File: src/rtl/pfsn_pkg.sv
// ----------------------------------------------------------------------------
// pfsn_pkg
// Types, constants and controller encodings for the proposal filter/sort/NMS.
// ----------------------------------------------------------------------------
`default_nettype none

package pfsn_pkg;

  localparam int DEFAULT_TABLE_DEPTH = 256;
  localparam int DEFAULT_OUT_MAX     = 64;

  localparam int COORD_W = 16;
  localparam int SCORE_W = 16;
  localparam int AREA_W  = 33;
  localparam int POS_W   = 18;
  localparam int LIMP_W  = 9;
  localparam int LIMO_W  = 7;

  // +1 pixel in Q.4
  localparam logic [4:0] PIX_ONE = 5'd16;

  typedef enum logic [2:0] {
    REG_MIN_BOX_SIZE      = 3'd0,
    REG_SCORE_THRESHOLD   = 3'd1,
    REG_OVERLAP_THRESHOLD = 3'd2,
    REG_PRE_LIMIT         = 3'd3,
    REG_POST_LIMIT        = 3'd4,
    REG_IMAGE_WIDTH       = 3'd5,
    REG_IMAGE_HEIGHT      = 3'd6
  } reg_idx_t;

  typedef struct packed {
    logic [15:0]       min_box_size;
    logic [15:0]       score_threshold;
    logic [15:0]       overlap_threshold;
    logic [LIMP_W-1:0] pre_limit;
    logic [LIMO_W-1:0] post_limit;
    logic [15:0]       image_width;
    logic [15:0]       image_height;
  } cfg_t;

  typedef struct packed {
    logic [COORD_W-1:0] left;
    logic [COORD_W-1:0] top;
    logic [COORD_W-1:0] right;
    logic [COORD_W-1:0] bottom;
    logic [SCORE_W-1:0] score;
    logic [AREA_W-1:0]  area;
  } entry_t;

  typedef enum logic [3:0] {
    S_IDLE, S_FILT, S_AREA, S_SCAN, S_CMP, S_WRITE, S_FIN, S_CLR,
    S_ILOOP, S_IGET, S_JLOOP, S_J1, S_J2, S_J3, S_J4, S_FLUSH
  } ctrl_state_t;

  typedef struct packed {
    logic load;
    logic filt;
    logic area;
    logic rd_pos;
    logic mv_entry;
    logic wr_new;
    logic clr_init;
    logic clr_step;
    logic nms_init;
    logic rd_i;
    logic i_inc;
    logic take;
    logic rd_j;
    logic j_inc;
    logic ov1;
    logic ov2;
    logic ov3;
    logic mark_set;
    logic flush;
  } cmd_t;

  typedef struct packed {
    logic in_valid;
    logic keep;
    logic fin;
    logic pos_zero;
    logic score_lt;
    logic idx_done;
    logic j_done;
    logic k_done;
    logic mark;
    logic pend;
    logic out_full;
  } sts_t;

endpackage

`default_nettype wire

File: src/rtl/pfsn_ctrl.sv
// ----------------------------------------------------------------------------
// pfsn_ctrl
// Sequencer: filter, sorted insertion, mark clear, greedy NMS and emission.
// ----------------------------------------------------------------------------
`default_nettype none

module pfsn_ctrl (
  input  wire logic       clk,
  input  wire logic       rst,
  input  pfsn_pkg::sts_t  sts,
  output pfsn_pkg::cmd_t  cmd,
  output logic            in_ready,
  output logic            idle
);

  pfsn_pkg::ctrl_state_t state, state_next;

  always_ff @(posedge clk) begin
    if (rst) begin
      state <= pfsn_pkg::S_IDLE;
    end else begin
      state <= state_next;
    end
  end

  always_comb begin
    state_next = state;
    cmd        = '0;
    in_ready   = 1'b0;
    case (state)
      pfsn_pkg::S_IDLE: begin
        in_ready = 1'b1;
        if (sts.in_valid) begin
          cmd.load   = 1'b1;
          state_next = pfsn_pkg::S_FILT;
        end
      end
      pfsn_pkg::S_FILT: begin
        cmd.filt   = 1'b1;
        state_next = pfsn_pkg::S_AREA;
      end
      pfsn_pkg::S_AREA: begin
        cmd.area   = 1'b1;
        state_next = sts.keep ? pfsn_pkg::S_SCAN : pfsn_pkg::S_FIN;
      end
      pfsn_pkg::S_SCAN: begin
        if (sts.pos_zero) begin
          state_next = pfsn_pkg::S_WRITE;
        end else begin
          cmd.rd_pos = 1'b1;
          state_next = pfsn_pkg::S_CMP;
        end
      end
      pfsn_pkg::S_CMP: begin
        if (sts.score_lt) begin
          cmd.mv_entry = 1'b1;
          state_next   = pfsn_pkg::S_SCAN;
        end else begin
          state_next = pfsn_pkg::S_WRITE;
        end
      end
      pfsn_pkg::S_WRITE: begin
        cmd.wr_new = 1'b1;
        state_next = pfsn_pkg::S_FIN;
      end
      pfsn_pkg::S_FIN: begin
        if (sts.fin) begin
          cmd.clr_init = 1'b1;
          state_next   = pfsn_pkg::S_CLR;
        end else begin
          state_next = pfsn_pkg::S_IDLE;
        end
      end
      pfsn_pkg::S_CLR: begin
        if (sts.idx_done) begin
          cmd.nms_init = 1'b1;
          state_next   = pfsn_pkg::S_ILOOP;
        end else begin
          cmd.clr_step = 1'b1;
        end
      end
      pfsn_pkg::S_ILOOP: begin
        if (sts.idx_done || sts.k_done) begin
          state_next = pfsn_pkg::S_FLUSH;
        end else begin
          cmd.rd_i   = 1'b1;
          state_next = pfsn_pkg::S_IGET;
        end
      end
      pfsn_pkg::S_IGET: begin
        if (sts.mark) begin
          cmd.i_inc  = 1'b1;
          state_next = pfsn_pkg::S_ILOOP;
        end else if (!(sts.pend && sts.out_full)) begin
          cmd.take   = 1'b1;
          state_next = pfsn_pkg::S_JLOOP;
        end
      end
      pfsn_pkg::S_JLOOP: begin
        if (sts.k_done || sts.j_done) begin
          cmd.i_inc  = 1'b1;
          state_next = pfsn_pkg::S_ILOOP;
        end else begin
          cmd.rd_j   = 1'b1;
          state_next = pfsn_pkg::S_J1;
        end
      end
      pfsn_pkg::S_J1: begin
        if (sts.mark) begin
          cmd.j_inc  = 1'b1;
          state_next = pfsn_pkg::S_JLOOP;
        end else begin
          cmd.ov1    = 1'b1;
          state_next = pfsn_pkg::S_J2;
        end
      end
      pfsn_pkg::S_J2: begin
        cmd.ov2    = 1'b1;
        state_next = pfsn_pkg::S_J3;
      end
      pfsn_pkg::S_J3: begin
        cmd.ov3    = 1'b1;
        state_next = pfsn_pkg::S_J4;
      end
      pfsn_pkg::S_J4: begin
        cmd.mark_set = 1'b1;
        state_next   = pfsn_pkg::S_JLOOP;
      end
      pfsn_pkg::S_FLUSH: begin
        if (!sts.out_full) begin
          cmd.flush  = 1'b1;
          state_next = pfsn_pkg::S_IDLE;
        end
      end
      default: state_next = pfsn_pkg::S_IDLE;
    endcase
  end

  assign idle = (state == pfsn_pkg::S_IDLE);

endmodule

`default_nettype wire

File: config.mk
export PLATFORM = sky130hd
export DESIGN_NAME = pfsn_ctrl
export DESIGN_NICKNAME = d
export VERILOG_FILES = /design/src/rtl/pfsn_pkg.sv /design/src/rtl/pfsn_ctrl.sv
export SDC_FILE = /design/constraint.sdc
export NUM_CORES = 1
export LEC_CHECK = 0
export BUFFER_PORTS_ARGS = -buffer_cell sky130_fd_sc_hd__clkbuf_2
export CAP_MARGIN = 25
export CORE_MARGIN = 10
export CORE_UTILIZATION = 35
export CTS_CLUSTER_SIZE = 10
export DETAILED_ROUTE_END_ITERATION = 10
export HOLD_SLACK_MARGIN = 0.08
export PLACE_DENSITY_LB_ADDON = 0.15
export SLEW_MARGIN = 20
export SYNTH_ARGS = -nofsm -noshare
export SYNTH_HDL_FRONTEND = slang
export SYNTH_SLANG_ARGS = --single-unit
File: constraint.sdc
create_clock -name clk -period 3.4 [get_ports clk]
set_input_delay 0.68 -clock clk [delete_from_list [all_inputs] [get_ports clk]]
set_output_delay 0.68 -clock clk [all_outputs]
set_load 0.02 [all_outputs]
==> impl_metrics.prom <==
# TYPE chip_impl_metric gauge
chip_impl_info{name="run_status",value="complete, no violations"} 1
chip_impl_metric{name="cp.arrival",unit="ns"} 1.80
chip_impl_metric{name="vias_per_cell",unit=""} 5.42
chip_impl_metric{name="finalHoldViolCount",unit=""} 0
chip_impl_metric{name="preCtsSetupSlack",unit="ns"} 1.16
chip_impl_info{name="clk_root_buffer_cell",value="clkbuf_4"} 1
chip_impl_metric{name="placeableCoreArea",unit="um^2"} 1350
chip_impl_metric{name="ys_seq_elements",unit=""} 4
chip_impl_metric{name="max_buffers_root_to_sink",unit=""} 2
chip_impl_metric{name="largest_register_ff_count",unit=""} 4
chip_impl_metric{name="timing.slew.headroom",unit="%"} 66.7
chip_impl_metric{name="globalRouteOverflowTotal",unit=""} 0
chip_impl_info{name="worst_min_path_start",value="state[3]"} 1
chip_impl_metric{name="syn_area",unit="um^2"} 524
chip_impl_metric{name="post_synth.cell_area_avg",unit="um^2"} 6.03
chip_impl_metric{name="grt_antenna_before_repair",unit=""} 0
chip_impl_metric{name="finalCritPeriodShare",unit="%"} 73.1
chip_impl_info{name="critical_path_capture_point",value="cmd[6]"} 1
chip_impl_metric{name="final_layout_size_suffix_gt1_share",unit="%"} 35.0
chip_impl_info{name="worstReg2RegEnd",value="state[1]"} 1
chip_impl_metric{name="die_w",unit="um"} 58.7
chip_impl_metric{name="tightestPinTransition",unit="ns"} 0.499
chip_impl_metric{name="clkTransAtPathRegs",unit="ns"} 0.04
chip_impl_metric{name="final_period_minus_worst_setup_slack",unit="ns"} 2.48
chip_impl_metric{name="synth_cell_type_count",unit=""} 29
chip_impl_metric{name="die_area",unit="um^2"} 3450
chip_impl_info{name="setup_repair_after_global_routing_missed_its_margin",value="no"} 1
chip_impl_metric{name="rr_worst_depth",unit=""} 5
chip_impl_metric{name="area_growth",unit="%"} 34.6
chip_impl_metric{name="setup_viol",unit=""} 0
chip_impl_metric{name="syn-num-nets",unit=""} 100
chip_impl_metric{name="floorplan.initialDensity",unit="%"} 38.8
chip_impl_info{name="ys_top_cells_by_area",value="dfxtp_1 (15%), nor3_1 (11%), nor2_1 (11%)"} 1
chip_impl_metric{name="timing.max_cap.violations",unit=""} 0
chip_impl_metric{name="port_buffers",unit=""} 33
chip_impl_metric{name="clock_sinks",unit=""} 4
chip_impl_metric{name="sum_of_net_half_perimeters_after_detailed_placement",unit="um"} 1540
chip_impl_metric{name="leakage",unit="uW"} 0.000330
chip_impl_info{name="crit_path_end_kind",value="output pin"} 1
chip_impl_metric{name="post_route_antenna_net_violation_count",unit=""} 0
chip_impl_metric{name="cts_buffers",unit=""} 3
chip_impl_metric{name="weighted_congestion_reported_at_the_end_of_routability_driven_placement",unit=""} 0.898
chip_impl_metric{name="drc",unit=""} 0
chip_impl_metric{name="overall_die_height",unit="um"} 58.7
chip_impl_metric{name="maxClockFrequency",unit="GHz"} 0.402
chip_impl_metric{name="first_iter_violations",unit=""} 29
chip_impl_metric{name="via_count",unit=""} 716
chip_impl_metric{name="peakVddDrop",unit="mV"} 0.152
chip_impl_metric{name="reg2reg_setup_slack",unit="ns"} 1.57
chip_impl_info{name="regToRegStartpoint",value="state[1]"} 1
chip_impl_metric{name="cp_max_fo",unit=""} 14
chip_impl_metric{name="cts_resized",unit=""} 0
chip_impl_metric{name="power.density_cell_area",unit="nW/um^2"} 270
chip_impl_metric{name="cts.repair_timing.setup_buffer_count",unit=""} 0
chip_impl_metric{name="grt_start_max_net_pins",unit=""} 19
chip_impl_metric{name="synth_top_cell_area_share",unit="%"} 15.3
chip_impl_metric{name="fin_ws",unit="ns"} 0.915
chip_impl_metric{name="synthesis.yosys.warnings",unit=""} 0
chip_impl_metric{name="register_area_share_after_synthesis",unit="%"} 15.3
chip_impl_metric{name="final_layout_net_count",unit=""} 132
chip_impl_metric{name="drt-wirelength-per-cell",unit="um"} 14.2
chip_impl_info{name="cts_tree",value="yes"} 1
chip_impl_metric{name="skew",unit="ns"} 0.00155
chip_impl_info{name="layout_top_registers",value="state (4)"} 1
chip_impl_info{name="min_path_type",value="register to register"} 1
chip_impl_metric{name="netlist_instances",unit=""} 87
chip_impl_info{name="synth_top_cell_by_area",value="dfxtp_1"} 1
chip_impl_metric{name="h_tree_depth_reported_by_cts",unit=""} 1
chip_impl_metric{name="first_global_vias",unit=""} 665
chip_impl_info{name="largest-register",value="state"} 1
chip_impl_info{name="crit_start",value="state[1]"} 1
chip_impl_metric{name="timing.setup.tns",unit="ns"} 0
chip_impl_info{name="crit_path_cell_trace",value="nand2_1 > or4_4 > clkinv_1 > clkbuf_2"} 1
chip_impl_info{name="timing.critical_path.from_type",value="register"} 1
chip_impl_metric{name="cp_data_required_time",unit="ns"} 2.72
chip_impl_metric{name="route.final.wire_length",unit="um"} 1870
chip_impl_metric{name="cts_hold_repair.buffers",unit=""} 0
chip_impl_metric{name="pin_count",unit=""} 34
chip_impl_metric{name="finalMaxSlewViolations",unit=""} 0
chip_impl_metric{name="antennaDiodeCount",unit=""} 0
chip_impl_info{name="worstSetupPathType",value="register to output pin"} 1
chip_impl_metric{name="num_rows",unit=""} 13
chip_impl_info{name="timing.critical_path.slowest_stage_cell",value="dfxtp_1"} 1
chip_impl_metric{name="grtUsageTotal",unit="%"} 11.0
chip_impl_metric{name="grt_first_pass_wirelength",unit="um"} 3110
chip_impl_metric{name="worstSkewPairLatency",unit="ns"} 0.24
chip_impl_metric{name="critical_path_max_stage_delay",unit="ns"} 0.59
chip_impl_metric{name="detail_route.first_pass.iterations",unit=""} 4
[routing by layer]
metal / vias to the layer above / wire, um / global-route usage (%)
met2: 35 / 773 / 15.8
met4: 0 / 0 / 1.97
met5: - / 0 / 0
met3: 0 / 188 / 6.01
li1: 367 / - / -
met1: 314 / 912 / 14.0
[Yosys cell counts]
| cell type | instances |
|---|---|
| buf_1 | 1 |
| o22ai_1 | 1 |
| nand2b_1 | 6 |
| o41ai_2 | 1 |
| a31oi_1 | 5 |
| nor2_1 | 15 |
| or3_1 | 3 |
| buf_4 | 1 |
| nor3_2 | 1 |
| clkbuf_1 | 3 |
| nand3_1 | 1 |
| and4_1 | 1 |
| nand3b_1 | 1 |
| or4_4 | 1 |
| a311oi_1 | 1 |
| and2_1 | 1 |
| nor2b_1 | 2 |
| or2_1 | 1 |
| nor3_1 | 12 |
| inv_1 | 3 |
| nor4_1 | 3 |
| buf_2 | 2 |
| dfxtp_1 | 4 |
| nand2_1 | 6 |
| a21oi_1 | 5 |
| nor4bb_1 | 1 |
| o21ai_0 | 2 |
| inv_2 | 1 |
| clkinv_1 | 2 |
[cell families (layout without fill, tap and decap cells)]
family | after synthesis | after routing | share of synthesized area (%)
simple gates | 55 | 55 | 55.6
buf+inv | 13 | 43 | 10.5
compound gates | 15 | 15 | 18.6
flops | 4 | 4 | 15.3
[power breakdown]
group / switching (uW) / internal (uW)
registers: 11.1 / 50.2
clock network: 19.3 / 39.5
logic: 43.9 / 26.3
total: 74.3 / 116
[final cells by class]
cell class                      count  area (um^2)
Fill cell                         148          644
Multi-Input combinational cell     70          389
Timing Repair Buffer               34          173
Sequential cell                     4         80.1
Clock buffer                        3         22.5
Inverter                            6         22.5
Tap cell                           15         18.8
[worst max-delay path, delay by kind of cell (launching register included)]
kind | cells | cell delay [ns]
buf+inv | 2 | 0.23
flops | 1 | 0.59
simple gates | 2 | 0.74
[cell usage in the layout, fill, tap and decap left out, types with 2 or more instances in the layout]
cell type / instances
a21oi_1: 5
a31oi_1: 5
clkbuf_2: 33
clkbuf_4: 3
clkinv_1: 2
dfxtp_1: 4
inv_1: 3
nand2_1: 6
nand2b_1: 6
nor2_1: 15
nor2b_1: 2
nor3_1: 12
nor4_1: 3
o21ai_0: 2
or3_1: 3
[worst min path at each step]
stage	slack, ns	end	cells after the start
after detailed placement	0.66	state[3]	3
after global placement	0.66	state[3]	3
after floorplan	0.74	state[2]	3
after global routing	0.71	state[2]	2
final	0.68	state[3]	3
after CTS	0.67	state[3]	3
[stage by stage]
step                hold WS [ns]  total power (uW)  std cells  utilization [%]  area (um^2)
floorplan                  0.737               108         87                -          524
global placement           0.663               131        129             50.6          683
detailed placement         0.662               132        129             50.6          683
CTS                        0.670               192        132             52.3          706
global route               0.715               204        132             52.3          706
finish                     0.679               190        132             52.3          706
Note: power is estimated with default switching activity, not from simulation.
