<file path="src/rtl/pfsn_pkg.sv">
// ----------------------------------------------------------------------------
// pfsn_pkg
// Types, constants and controller encodings for the proposal filter/sort/NMS.
// ----------------------------------------------------------------------------
`default_nettype none

package pfsn_pkg;

  localparam int DEFAULT_TABLE_DEPTH = 256;
  localparam int DEFAULT_OUT_MAX     = 64;

  localparam int COORD_W = 16;
  localparam int SCORE_W = 16;
  localparam int AREA_W  = 33;
  localparam int POS_W   = 18;
  localparam int LIMP_W  = 9;
  localparam int LIMO_W  = 7;

  // +1 pixel in Q.4
  localparam logic [4:0] PIX_ONE = 5'd16;

  typedef enum logic [2:0] {
    REG_MIN_BOX_SIZE      = 3'd0,
    REG_SCORE_THRESHOLD   = 3'd1,
    REG_OVERLAP_THRESHOLD = 3'd2,
    REG_PRE_LIMIT         = 3'd3,
    REG_POST_LIMIT        = 3'd4,
    REG_IMAGE_WIDTH       = 3'd5,
    REG_IMAGE_HEIGHT      = 3'd6
  } reg_idx_t;

  typedef struct packed {
    logic [15:0]       min_box_size;
    logic [15:0]       score_threshold;
    logic [15:0]       overlap_threshold;
    logic [LIMP_W-1:0] pre_limit;
    logic [LIMO_W-1:0] post_limit;
    logic [15:0]       image_width;
    logic [15:0]       image_height;
  } cfg_t;

  typedef struct packed {
    logic [COORD_W-1:0] left;
    logic [COORD_W-1:0] top;
    logic [COORD_W-1:0] right;
    logic [COORD_W-1:0] bottom;
    logic [SCORE_W-1:0] score;
    logic [AREA_W-1:0]  area;
  } entry_t;

  typedef enum logic [3:0] {
    S_IDLE, S_FILT, S_AREA, S_SCAN, S_CMP, S_WRITE, S_FIN, S_CLR,
    S_ILOOP, S_IGET, S_JLOOP, S_J1, S_J2, S_J3, S_J4, S_FLUSH
  } ctrl_state_t;

  typedef struct packed {
    logic load;
    logic filt;
    logic area;
    logic rd_pos;
    logic mv_entry;
    logic wr_new;
    logic clr_init;
    logic clr_step;
    logic nms_init;
    logic rd_i;
    logic i_inc;
    logic take;
    logic rd_j;
    logic j_inc;
    logic ov1;
    logic ov2;
    logic ov3;
    logic mark_set;
    logic flush;
  } cmd_t;

  typedef struct packed {
    logic in_valid;
    logic keep;
    logic fin;
    logic pos_zero;
    logic score_lt;
    logic idx_done;
    logic j_done;
    logic k_done;
    logic mark;
    logic pend;
    logic out_full;
  } sts_t;

endpackage

`default_nettype wire

</file>
<file path="src/rtl/pfsn_cfg.sv">
// ----------------------------------------------------------------------------
// pfsn_cfg
// APB register file for the proposal filter/sort/NMS settings.
// ----------------------------------------------------------------------------
`default_nettype none

module pfsn_cfg (
  input  wire logic          clk,
  input  wire logic          rst,
  input  wire logic          psel,
  input  wire logic          penable,
  input  wire logic          pwrite,
  input  wire logic [4:0]    paddr,
  input  wire logic [31:0]   pwdata,
  output logic [31:0]        prdata,
  output logic               pready,
  output pfsn_pkg::cfg_t     cfg
);

  pfsn_pkg::reg_idx_t idx;
  logic               wr;

  assign idx    = pfsn_pkg::reg_idx_t'(paddr[4:2]);
  assign wr     = psel & penable & pwrite;
  assign pready = 1'b1;

  always_ff @(posedge clk) begin
    if (rst) begin
      cfg.min_box_size      <= 16'd256;
      cfg.score_threshold   <= 16'd0;
      cfg.overlap_threshold <= 16'd45875;
      cfg.pre_limit         <= '0;
      cfg.post_limit        <= '0;
      cfg.image_width       <= 16'd0;
      cfg.image_height      <= 16'd0;
    end else if (wr) begin
      case (idx)
        pfsn_pkg::REG_MIN_BOX_SIZE:      cfg.min_box_size      <= pwdata[15:0];
        pfsn_pkg::REG_SCORE_THRESHOLD:   cfg.score_threshold   <= pwdata[15:0];
        pfsn_pkg::REG_OVERLAP_THRESHOLD: cfg.overlap_threshold <= pwdata[15:0];
        pfsn_pkg::REG_PRE_LIMIT:   cfg.pre_limit  <= pwdata[pfsn_pkg::LIMP_W-1:0];
        pfsn_pkg::REG_POST_LIMIT:  cfg.post_limit <= pwdata[pfsn_pkg::LIMO_W-1:0];
        pfsn_pkg::REG_IMAGE_WIDTH:       cfg.image_width       <= pwdata[15:0];
        pfsn_pkg::REG_IMAGE_HEIGHT:      cfg.image_height      <= pwdata[15:0];
        default: ;
      endcase
    end
  end

  always_comb begin
    case (idx)
      pfsn_pkg::REG_MIN_BOX_SIZE:      prdata = {16'd0, cfg.min_box_size};
      pfsn_pkg::REG_SCORE_THRESHOLD:   prdata = {16'd0, cfg.score_threshold};
      pfsn_pkg::REG_OVERLAP_THRESHOLD: prdata = {16'd0, cfg.overlap_threshold};
      pfsn_pkg::REG_PRE_LIMIT:   prdata = {{(32-pfsn_pkg::LIMP_W){1'b0}}, cfg.pre_limit};
      pfsn_pkg::REG_POST_LIMIT:  prdata = {{(32-pfsn_pkg::LIMO_W){1'b0}}, cfg.post_limit};
      pfsn_pkg::REG_IMAGE_WIDTH:       prdata = {16'd0, cfg.image_width};
      pfsn_pkg::REG_IMAGE_HEIGHT:      prdata = {16'd0, cfg.image_height};
      default:                         prdata = 32'd0;
    endcase
  end

endmodule

`default_nettype wire

</file>
<file path="config.mk">
export PLATFORM = sky130hd
export DESIGN_NAME = pfsn_cfg
export DESIGN_NICKNAME = d
export VERILOG_FILES = /design/src/rtl/pfsn_pkg.sv /design/src/rtl/pfsn_cfg.sv
export SDC_FILE = /design/constraint.sdc
export NUM_CORES = 1
export LEC_CHECK = 0
export ABC_AREA = 1
export ABC_CLOCK_PERIOD_IN_PS = 2000
export BUFFER_PORTS_ARGS = -buffer_cell sky130_fd_sc_hd__buf_2
export CAP_MARGIN = 30
export CELL_PAD_IN_SITES_DETAIL_PLACEMENT = 1
export CELL_PAD_IN_SITES_GLOBAL_PLACEMENT = 1
export CORE_MARGIN = 4
export CORE_UTILIZATION = 36
export DETAILED_ROUTE_END_ITERATION = 7
export PLACE_DENSITY = 0.92
export SETUP_SLACK_MARGIN = 0.5
export SLEW_MARGIN = 20
export SYNTH_ARGS = -nofsm -noshare
export SYNTH_HDL_FRONTEND = slang
export SYNTH_SLANG_ARGS = --single-unit
</file>
<file path="constraint.sdc">
create_clock -name clk -period 2 [get_ports clk]
set_input_delay 0.3 -clock clk [delete_from_list [all_inputs] [get_ports clk]]
set_output_delay 0.3 -clock clk [all_outputs]
set_load 0.1 [all_outputs]
</file>
==> out/metrics.yaml, run 1 <==
io_pins: 171
die_area_um2: 15400
dp_cells: 1059
clock-root-buffer: "clkbuf_16"
finalPower_mw: 5.02
rsz0062_at_grt: "yes"
io_buffers: 135
p_per_area_nw_per_um2: 699
crit_type: "in2out"
worstPathArrival_ns: 1.40
hold_viol_final: 0
postSynthAreaPerCell_um2: 6.32
slew_viol_final: 0
period_share: 0.849
drc: 0
yosysUniqueCellTypes: 19
drv_cap: 0
largest_reg_flops: 96
clk_pin_slew_ns: 0.07
holdBufCountCts: 0
hold_depth: 3
final-instance-count-excl-fill: 1092
ys_warn_count: 0
worstMarginPinSlew_ns: 0.537
fmax_mhz: 589
grt_use_total: 0.318
grt_max_degree: 97
grt_pass1_wl_um: 37200
clk_path_buf_depth: 2
drtIter0Drc: 689
leakage_nw: 3.49
cts.sinks: 96
dr_total_vias: 6207
critPathMaxFanout: 12
grt_pass1_vias: 6310
end_kind: "output pin"
vias_per_cell: 5.68
ys_ff_latch: 96
n_antenna_cell: 0
detailed_place_hpwl_um: 14000
status: "completed"
initial_utilization: 0.367
postRouteAntennaNets: 0
routed_wl_um: 25000
syn2layout_area_growth_pct: 47.9
overflow: 0
num-nets-final: 954
antenna_found_initial: 0
yosysSeqAreaShare: 0.396
die_h_um: 124
cts_tree: "yes"
ir_drop_uv: 499
setup_viol: 0
worstPathRequired_ns: 1.70
period_minus_slack_ns: 1.70
core_um2: 13200
slew-limit-headroom: 0.644
final_common_cell: "nor2_1"
layout_common_cells: "nor2_1, nand2_1, buf_2"
syn-cell-area_um2: 4860
routedWlPerCell_um: 22.9
fin_skew_ns: 0
synthCells: 769
drive_gt1_frac: 0.425
clkLatencyLatePin_ns: 0.36
die_x_um: 124
place_congestion: 0.829
largest_register: "cfg"
hold_class: "in2reg"
worst_r2r_path_depth: 3
rows: 42
largestRegisters: "cfg x96"
drt_pass1_iterations: 5
htreeDepth: 3
startpoint_type: "input pin"
numCtsBuffers: 9
path summary, 6_finish.rpt:
check | slack, ns | from | endpoint
worst min register to register | 0.50 | cfg[49]$_SDFFE_PP1P_ | cfg[49]$_SDFFE_PP1P_
worst min-delay path | 0.17 | pwdata[1] | cfg[49]$_SDFFE_PP1P_
worst max register to register | 1.25 | cfg[57]$_SDFFE_PP1P_ | cfg[57]$_SDFFE_PP1P_
worst max-delay path | 0.30 | paddr[3] | prdata[6]
worst max-delay path, stage by stage:
cell     delay (ns)
buf_12         0.13
nor2_4         0.16
buf_12         0.15
buf_6          0.13
nand3_1        0.11
nand2_2        0.10
nor2_2         0.06
nand2_4        0.08
buf_12         0.17
synthesized netlist by cell type (all sizes together):
master | number | share of area
clkbuf | 18 | 0.014
buf | 47 | 0.061
o21ai | 1 | 0.0010
nand2 | 230 | 0.18
dfxtp | 96 | 0.40
inv | 28 | 0.022
conb | 2 | 0.0015
clkinv | 2 | 0.0015
nand3 | 84 | 0.092
nand4 | 46 | 0.059
nor2 | 215 | 0.17
layout make-up:
class                           instances  area (µm²)
Tap cell                              176         220
Clock buffer                            9         225
Multi-Input combinational cell        593        3000
Timing Repair Buffer                  182        1470
Clock inverter                          6         109
Sequential cell                        96        2040
Fill cell                            1687        6060
Inverter                               30         125
per-stage QoR:
stage	cell area (µm²)	hold WS, ns	utilization	setup WS, ns	TNS (ns)
after global routing	7190	0.197	0.543	0.299	0
final	7190	0.171	0.543	0.303	0
after global placement	6300	0.447	0.476	0.00903	0
after floorplan	5380	0.426	-	0.456	0
after detailed placement	6300	0.477	0.476	-0.0402	-0.0678
after CTS	7060	0.175	0.533	0.362	0
routing by layer:
metal | wire length (µm) | GRT usage | vias up
li1 | - | - | 2678
met1 | 9580 | 0.393 | 3021
met2 | 11500 | 0.510 | 389
met3 | 2470 | 0.0954 | 119
met4 | 1380 | 0.145 | 0
met5 | 0 | 0 | -
report_power, final:
part | switching, mW | total (mW) | internal [mW]
combinational | 0.781 | 1.02 | 0.236
sequential | 0.0257 | 1.96 | 1.94
clock | 0.823 | 2.04 | 1.22
total | 1.63 | 5.02 | 3.39
repair_timing:
| action | in CTS | in global routing |
|---|---|---|
| pin swaps | 30 | 22 |
| gates resized for setup | 87 | 20 |
| gates cloned | 0 | 1 |
| endpoints found under the hold margin | 0 | 0 |
| buffers inserted | 11 | 6 |
| setup endpoints to repair | 25 | 30 |
cells by family after synthesis:
| logic type | after synthesis | synth area share |
|---|---|---|
| and+or+nand+nor | 575 | 0.503 |
| AOI/OAI and AO/OA | 1 | 0.00103 |
| other | 2 | 0.00155 |
| DFF | 96 | 0.396 |
| buffers and inverters | 95 | 0.0984 |
Note: power is estimated with default switching activity, not from simulation.
==> run 2: changes to the inputs <==
Settings changed: ABC_CLOCK_PERIOD_IN_PS 2000 to 1400, CORE_UTILIZATION 36 to 30, PLACE_DENSITY 0.92 to 0.82.
Clock period 2 ns to 1.4 ns, I/O delays scaled along.
==> run 2 against run 1 <==
- the run now ends with setup timing left
- cell count is 12% higher
- sequential share of layout area is 7.6 points lower
- worst hold slack worse by 0.086 ns
- register-to-register slack worse by 0.91 ns
- utilization is 14 points higher
- die area is 19% higher
- first-iteration DRC count is 70% higher
- final area is 51% higher
- sequential cell count stayed put
- critical path type is now reg2out
- largest cell class is now non-clock buffers
==> out/metrics.yaml, run 2 (synthesis results as in run 1) <==
grt_pass1_vias: 7006  # was 6310
startpoint_type: "flop"  # was input pin
clkLatencyLatePin_ns: 0.38  # was 0.36 ns
clk_pin_slew_ns: 0.08  # was 0.07 ns
drtIter0Drc: 1171  # was 689
leakage_nw: 4.61  # was 3.49 nW
overflow: 0  # unchanged
grt_use_total: 0.325  # was 0.318
hold_class: "in2reg"  # unchanged
final_common_cell: "nor2_1"  # unchanged
placedInstanceArea_um2: 6840  # was 6300 µm²
die_h_um: 135  # was 124 µm
core_um2: 15900  # was 13200 µm²
cts_tree: "yes"  # unchanged
crit_type: "reg2out"  # was in2out
finalSetupTns_ns: -3.96  # was 0 ns
worst_r2r_path_depth: 5  # was 3
htreeDepth: 3  # unchanged
worstPathArrival_ns: 1.56  # was 1.40 ns
r2r_end: "cfg[26]$_SDFFE_PP0P_"  # was cfg[57]$_SDFFE_PP1P_
rows: 46  # was 42
detailed_place_hpwl_um: 15000  # was 14000 µm
grt_pass1_wl_um: 45400  # was 37200 µm
period_share: 1.26
n_antenna_cell: 0  # unchanged
r2r-start: "cfg[26]$_SDFFE_PP0P_"  # was cfg[57]$_SDFFE_PP1P_
routedWlPerCell_um: 32.3  # was 22.9 µm
setup_viol: 17  # was 0
drc: 0  # unchanged
slew_viol_final: 0  # unchanged
whs_ns: 0.0846  # was 0.171 ns
critPathMaxFanout: 3  # was 12
clk_path_buf_depth: 2  # unchanged
dr_total_vias: 7508  # was 6207
fin_area_um2: 10800  # was 7190 µm²
grt_max_degree: 65  # was 97
die_area_um2: 18300  # was 15400 µm²
drive_gt1_frac: 0.593  # was 0.425
initial_utilization: 0.306  # was 0.367
fin_skew_ns: 0  # unchanged
io_pins: 171  # unchanged
drt_pass1_iterations: 6  # was 5
largestRegisters: "cfg x96"  # unchanged
period_minus_slack_ns: 1.77
clock-root-buffer: "clkbuf_16"  # unchanged
p_per_area_nw_per_um2: 674  # was 699 nW/µm²
routed_wl_um: 39600  # was 25000 µm
worstHoldEndpoint: "cfg[61]$_SDFFE_PP1P_"  # was cfg[49]$_SDFFE_PP1P_
num-nets-final: 1048  # was 954
r2r_slack_ns: 0.34  # was 1.25 ns
dp_slack_ns: -0.179  # was -0.0402 ns
syn2layout_area_growth_pct: 123  # was 47.9%
drv_cap: 0  # unchanged
largest_reg_flops: 96  # unchanged
final-instance-count-excl-fill: 1227  # was 1092
worstPathRequired_ns: 1.19  # was 1.70 ns
fin_ws_ns: -0.368  # was 0.303 ns
antenna_found_initial: 0  # unchanged
ir_drop_uv: 753  # was 499 µV
hold_depth: 3  # unchanged
fmax_mhz: 566
finalPower_mw: 7.31  # was 5.02 mW
fillCellCount: 1703  # was 1687
min_from: "pwdata[13]"  # was pwdata[1]
dp_cells: 1113  # was 1059
holdBufCountCts: 0  # unchanged
rsz0062_at_grt: "yes"  # unchanged
numCtsBuffers: 9  # unchanged
die_x_um: 135  # was 124 µm
status: "complete, but fails checks"  # was completed
cts.sinks: 96  # unchanged
violations: "setup timing"
vias_per_cell: 6.12  # was 5.68
largest_register: "cfg"  # unchanged
io_buffers: 135  # unchanged
slew-limit-headroom: 0.563  # was 0.644
end_kind: "output pin"  # unchanged
postRouteAntennaNets: 0  # unchanged
worstMarginPinSlew_ns: 0.655  # was 0.537 ns
layout_common_cells: "nor2_1, nand2_1, buf_12"  # was nor2_1, nand2_1, buf_2
fin_util: 0.682  # was 0.543
place_congestion: 0.900  # was 0.829
hold_viol_final: 0  # unchanged
-- run 2: cell count changes in the layout (fill, tap and decap cells not counted), moves of 17 or more --
cell and delta:
nor2_1 -39, buf_6 +59, dfxtp_2 -87, nand3_1 -30, nand2_1 -46, nand2_2 +30, buf_2 -94, nand3_2 +19
nor2_4 +17, dfxtp_4 +87, buf_12 +106, nor2_2 +22
-- run 2: area by class of cell --
class | count | area, µm² | area share
repair buffers | 276 | 4230 | 0.390
multi-input cells | 593 | 3650 | 0.337
flip-flops and latches | 96 | 2260 | 0.208
well taps | 216 | 270 | 0.0249
clock buffers | 9 | 225 | 0.0208
inverters | 30 | 155 | 0.0143
clock inverters | 7 | 53.8 | 0.00496
-- run 2: worst max-delay path, stage by stage (launching register included) --
cell and delay [ns]:
dfxtp_2 0.36, nand4_1 0.14, nand2_2 0.12, nor2_4 0.24
nand2_8 0.11, buf_12 0.18
-- run 2: how the worst max path moves through the flow --
stage / cells past startpoint / startpoint / slack [ns] / end
3_3_place_gp: 9 / paddr[3] / -0.16 / prdata[8]
6_report: 5 / cfg[12]$_SDFFE_PP0P_ / -0.37 / prdata[12]
3_5_place_dp: 8 / paddr[3] / -0.18 / prdata[13]
2_1_floorplan: 4 / cfg[80]$_SDFFE_PP0P_ / 0.04 / prdata[0]
4_1_cts: 5 / cfg[7]$_SDFFE_PP0P_ / -0.14 / prdata[7]
5_1_grt: 5 / cfg[6]$_SDFFE_PP0P_ / -0.37 / prdata[6]
-- run 2: power breakdown --
part | leakage (nW) | switching (mW) | internal, mW
registers | 0.840 | 0.0633 | 2.62
logic | 3.63 | 1.37 | 0.637
clock network | 0.141 | 1.39 | 1.23
-- run 2: routing by layer --
layer | wire [µm] | up-vias | track usage
li1 | - | 2890 | -
met1 | 14400 | 3655 | 0.400
met2 | 18000 | 716 | 0.549
met3 | 4170 | 247 | 0.0762
met4 | 3090 | 0 | 0.129
met5 | 0 | - | 0
-- run 2: timing repair --
action,4_1_cts,5_1_grt
endpoints found under the setup margin,208,206
gates resized for setup,535,204
pin swaps,80,85
buffers inserted,36,49
gates cloned,4,9
==> run 3: changes to the inputs <==
Settings changed: ABC_CLOCK_PERIOD_IN_PS 1400 to 2100, CORE_UTILIZATION 30 to 36, PLACE_DENSITY 0.82 to 0.92.
Clock period 1.4 ns to 2.1 ns, I/O delays scaled along.
==> run 3 against run 2 <==
- the flow now finishes without violations
- clock skew did not move
- critical path depth up 3
- highest routed layer unchanged
- global-route usage decreased by 0.25 points
- largest cell class is now multi-input combinational cells
- critical endpoint is now prdata[10]
==> out/metrics.yaml, run 3 (synthesis results as in run 1) <==
fin_skew_ns: 0  # unchanged
dr_wl_met3_um: 2700  # was 4170 µm
cts.sinks: 96  # unchanged
whs_ns: 0.189  # was 0.0846 ns
overflow: 0  # unchanged
syn2layout_area_growth_pct: 47.8  # was 123%
rows: 42  # was 46
dr_total_vias: 6467  # was 7508
final-instance-count-excl-fill: 1087  # was 1227
vias_per_cell: 5.95  # was 6.12
slew-limit-headroom: 0.616  # was 0.563
drc: 0  # unchanged
detailed_place_hpwl_um: 13600  # was 15000 µm
largest_reg_flops: 96  # unchanged
place_congestion: 0.809  # was 0.900
initial_utilization: 0.367  # was 0.306
drv_cap: 0  # unchanged
layout_common_cells: "nor2_1, nand2_1, buf_2"  # was nor2_1, nand2_1, buf_12
largestRegisters: "cfg x96"  # unchanged
io_pins: 171  # unchanged
drive_gt1_frac: 0.437  # was 0.593
core_um2: 13200  # was 15900 µm²
slew_viol_final: 0  # unchanged
hold_viol_final: 0  # unchanged
die_x_um: 124  # was 135 µm
clock-root-buffer: "clkbuf_16"  # unchanged
crit_type: "in2out"  # was reg2out
rsz0062_at_grt: "yes"  # unchanged
drt_pass1_iterations: 6  # unchanged
grt_pass1_vias: 6350  # was 7006
setup_viol: 0  # was 17
period_minus_slack_ns: 1.71
die_h_um: 124  # was 135 µm
io_buffers: 135  # unchanged
n_antenna_cell: 0  # unchanged
grt_use_total: 0.322  # was 0.325
grt_max_degree: 97  # was 65
period_share: 0.815
num-nets-final: 950  # was 1048
cts_tree: "yes"  # unchanged
routedWlPerCell_um: 24.2  # was 32.3 µm
leakage_nw: 3.43  # was 4.61 nW
worstPathArrival_ns: 1.40  # was 1.56 ns
top_layer_used: "met4"  # unchanged
drt-met1-wl_um: 9970  # was 14400 µm
htreeDepth: 3  # unchanged
drtIter0Drc: 923  # was 1171
startpoint_type: "input pin"  # was flop
dr_wl_met2_um: 12100  # was 18000 µm
numCtsBuffers: 9  # unchanged
ir_drop_uv: 332  # was 753 µV
grt_pass1_wl_um: 37300  # was 45400 µm
clkLatencyLatePin_ns: 0.37  # was 0.38 ns
largest_register: "cfg"  # unchanged
die_area_um2: 15400  # was 18300 µm²
end_kind: "output pin"  # unchanged
critPathMaxFanout: 8  # was 3
fmax_mhz: 584
clk_path_buf_depth: 2  # unchanged
postRouteAntennaNets: 0  # unchanged
final_common_cell: "nor2_1"  # unchanged
finalSetupTns_ns: 0  # was -3.96 ns
antenna_found_initial: 0  # unchanged
routed_wl_um: 26300  # was 39600 µm
worstMarginPinSlew_ns: 0.573  # was 0.655 ns
hold_class: "in2reg"  # unchanged
p_per_area_nw_per_um2: 653  # was 674 nW/µm²
dp_cells: 1058  # was 1113
status: "completed"  # was complete, but fails checks
clk_pin_slew_ns: 0.07  # was 0.08 ns
worstPathRequired_ns: 1.78  # was 1.19 ns
==> run 3: where the power goes <==
part	leakage (nW)	internal (mW)	total (mW)	switching, mW
Clock	0.148	1.06	1.84	0.772
Combinational	2.47	0.221	0.978	0.757
Sequential	0.814	1.85	1.87	0.0267
Total	3.43	3.13	4.69	1.55
==> run 3: critical path: stages <==
cell and delay [ns]:
buf_12 0.13, inv_2 0.11, buf_4 0.18, nand4_1 0.18, nand2_2 0.18, nor2_4 0.07, nand2_8 0.07, buf_12 0.16
==> run 3: what timing repair did <==
item                                    CTS  global route
endpoints found under the setup margin   16            16
gates resized for setup                  95            39
gates cloned                              2             0
setup buffers                             9             4
pin swaps                                27            32
hold buffers                              0             0
==> run 3: cell type report <==
class                           count  area, µm²
Timing Repair Buffer              177       1410
Clock inverter                      3       67.6
Fill cell                        1695       6060
Clock buffer                       11        243
Sequential cell                    96       2040
Inverter                           30        133
Multi-Input combinational cell    594       3070
Tap cell                          176        220
==> run 3: final timing paths <==
path	from	endpoint	slack, ns	cells past startpoint
worst min-delay path	pwdata[1]	cfg[49]$_SDFFE_PP1P_	0.19	3
worst max-delay path	paddr[2]	prdata[10]	0.39	8
worst max register to register	cfg[38]$_SDFFE_PP0P_	cfg[38]$_SDFFE_PP0P_	1.33	2
worst min register to register	cfg[56]$_SDFFE_PP1P_	cfg[56]$_SDFFE_PP1P_	0.46	2
==> run 3: routing by layer <==
layer  vias to the layer above  GRT usage
li1                       2676          -
met1                      3119      0.399
met5                         -          0
met4                         0      0.159
met2                       524      0.528
met3                       148     0.0722
==> run 3: stage by stage <==
stage                     setup slack (ns)  total power, mW   util  cell area, µm²
after floorplan                      0.509             2.57      -            5340
final                                0.389             4.69  0.542            7180
after detailed placement            0.0406             2.73  0.471            6230
after CTS                            0.482             4.57  0.529            7010
after global routing                 0.369             4.77  0.542            7180
after global placement              0.0748             2.72  0.471            6230
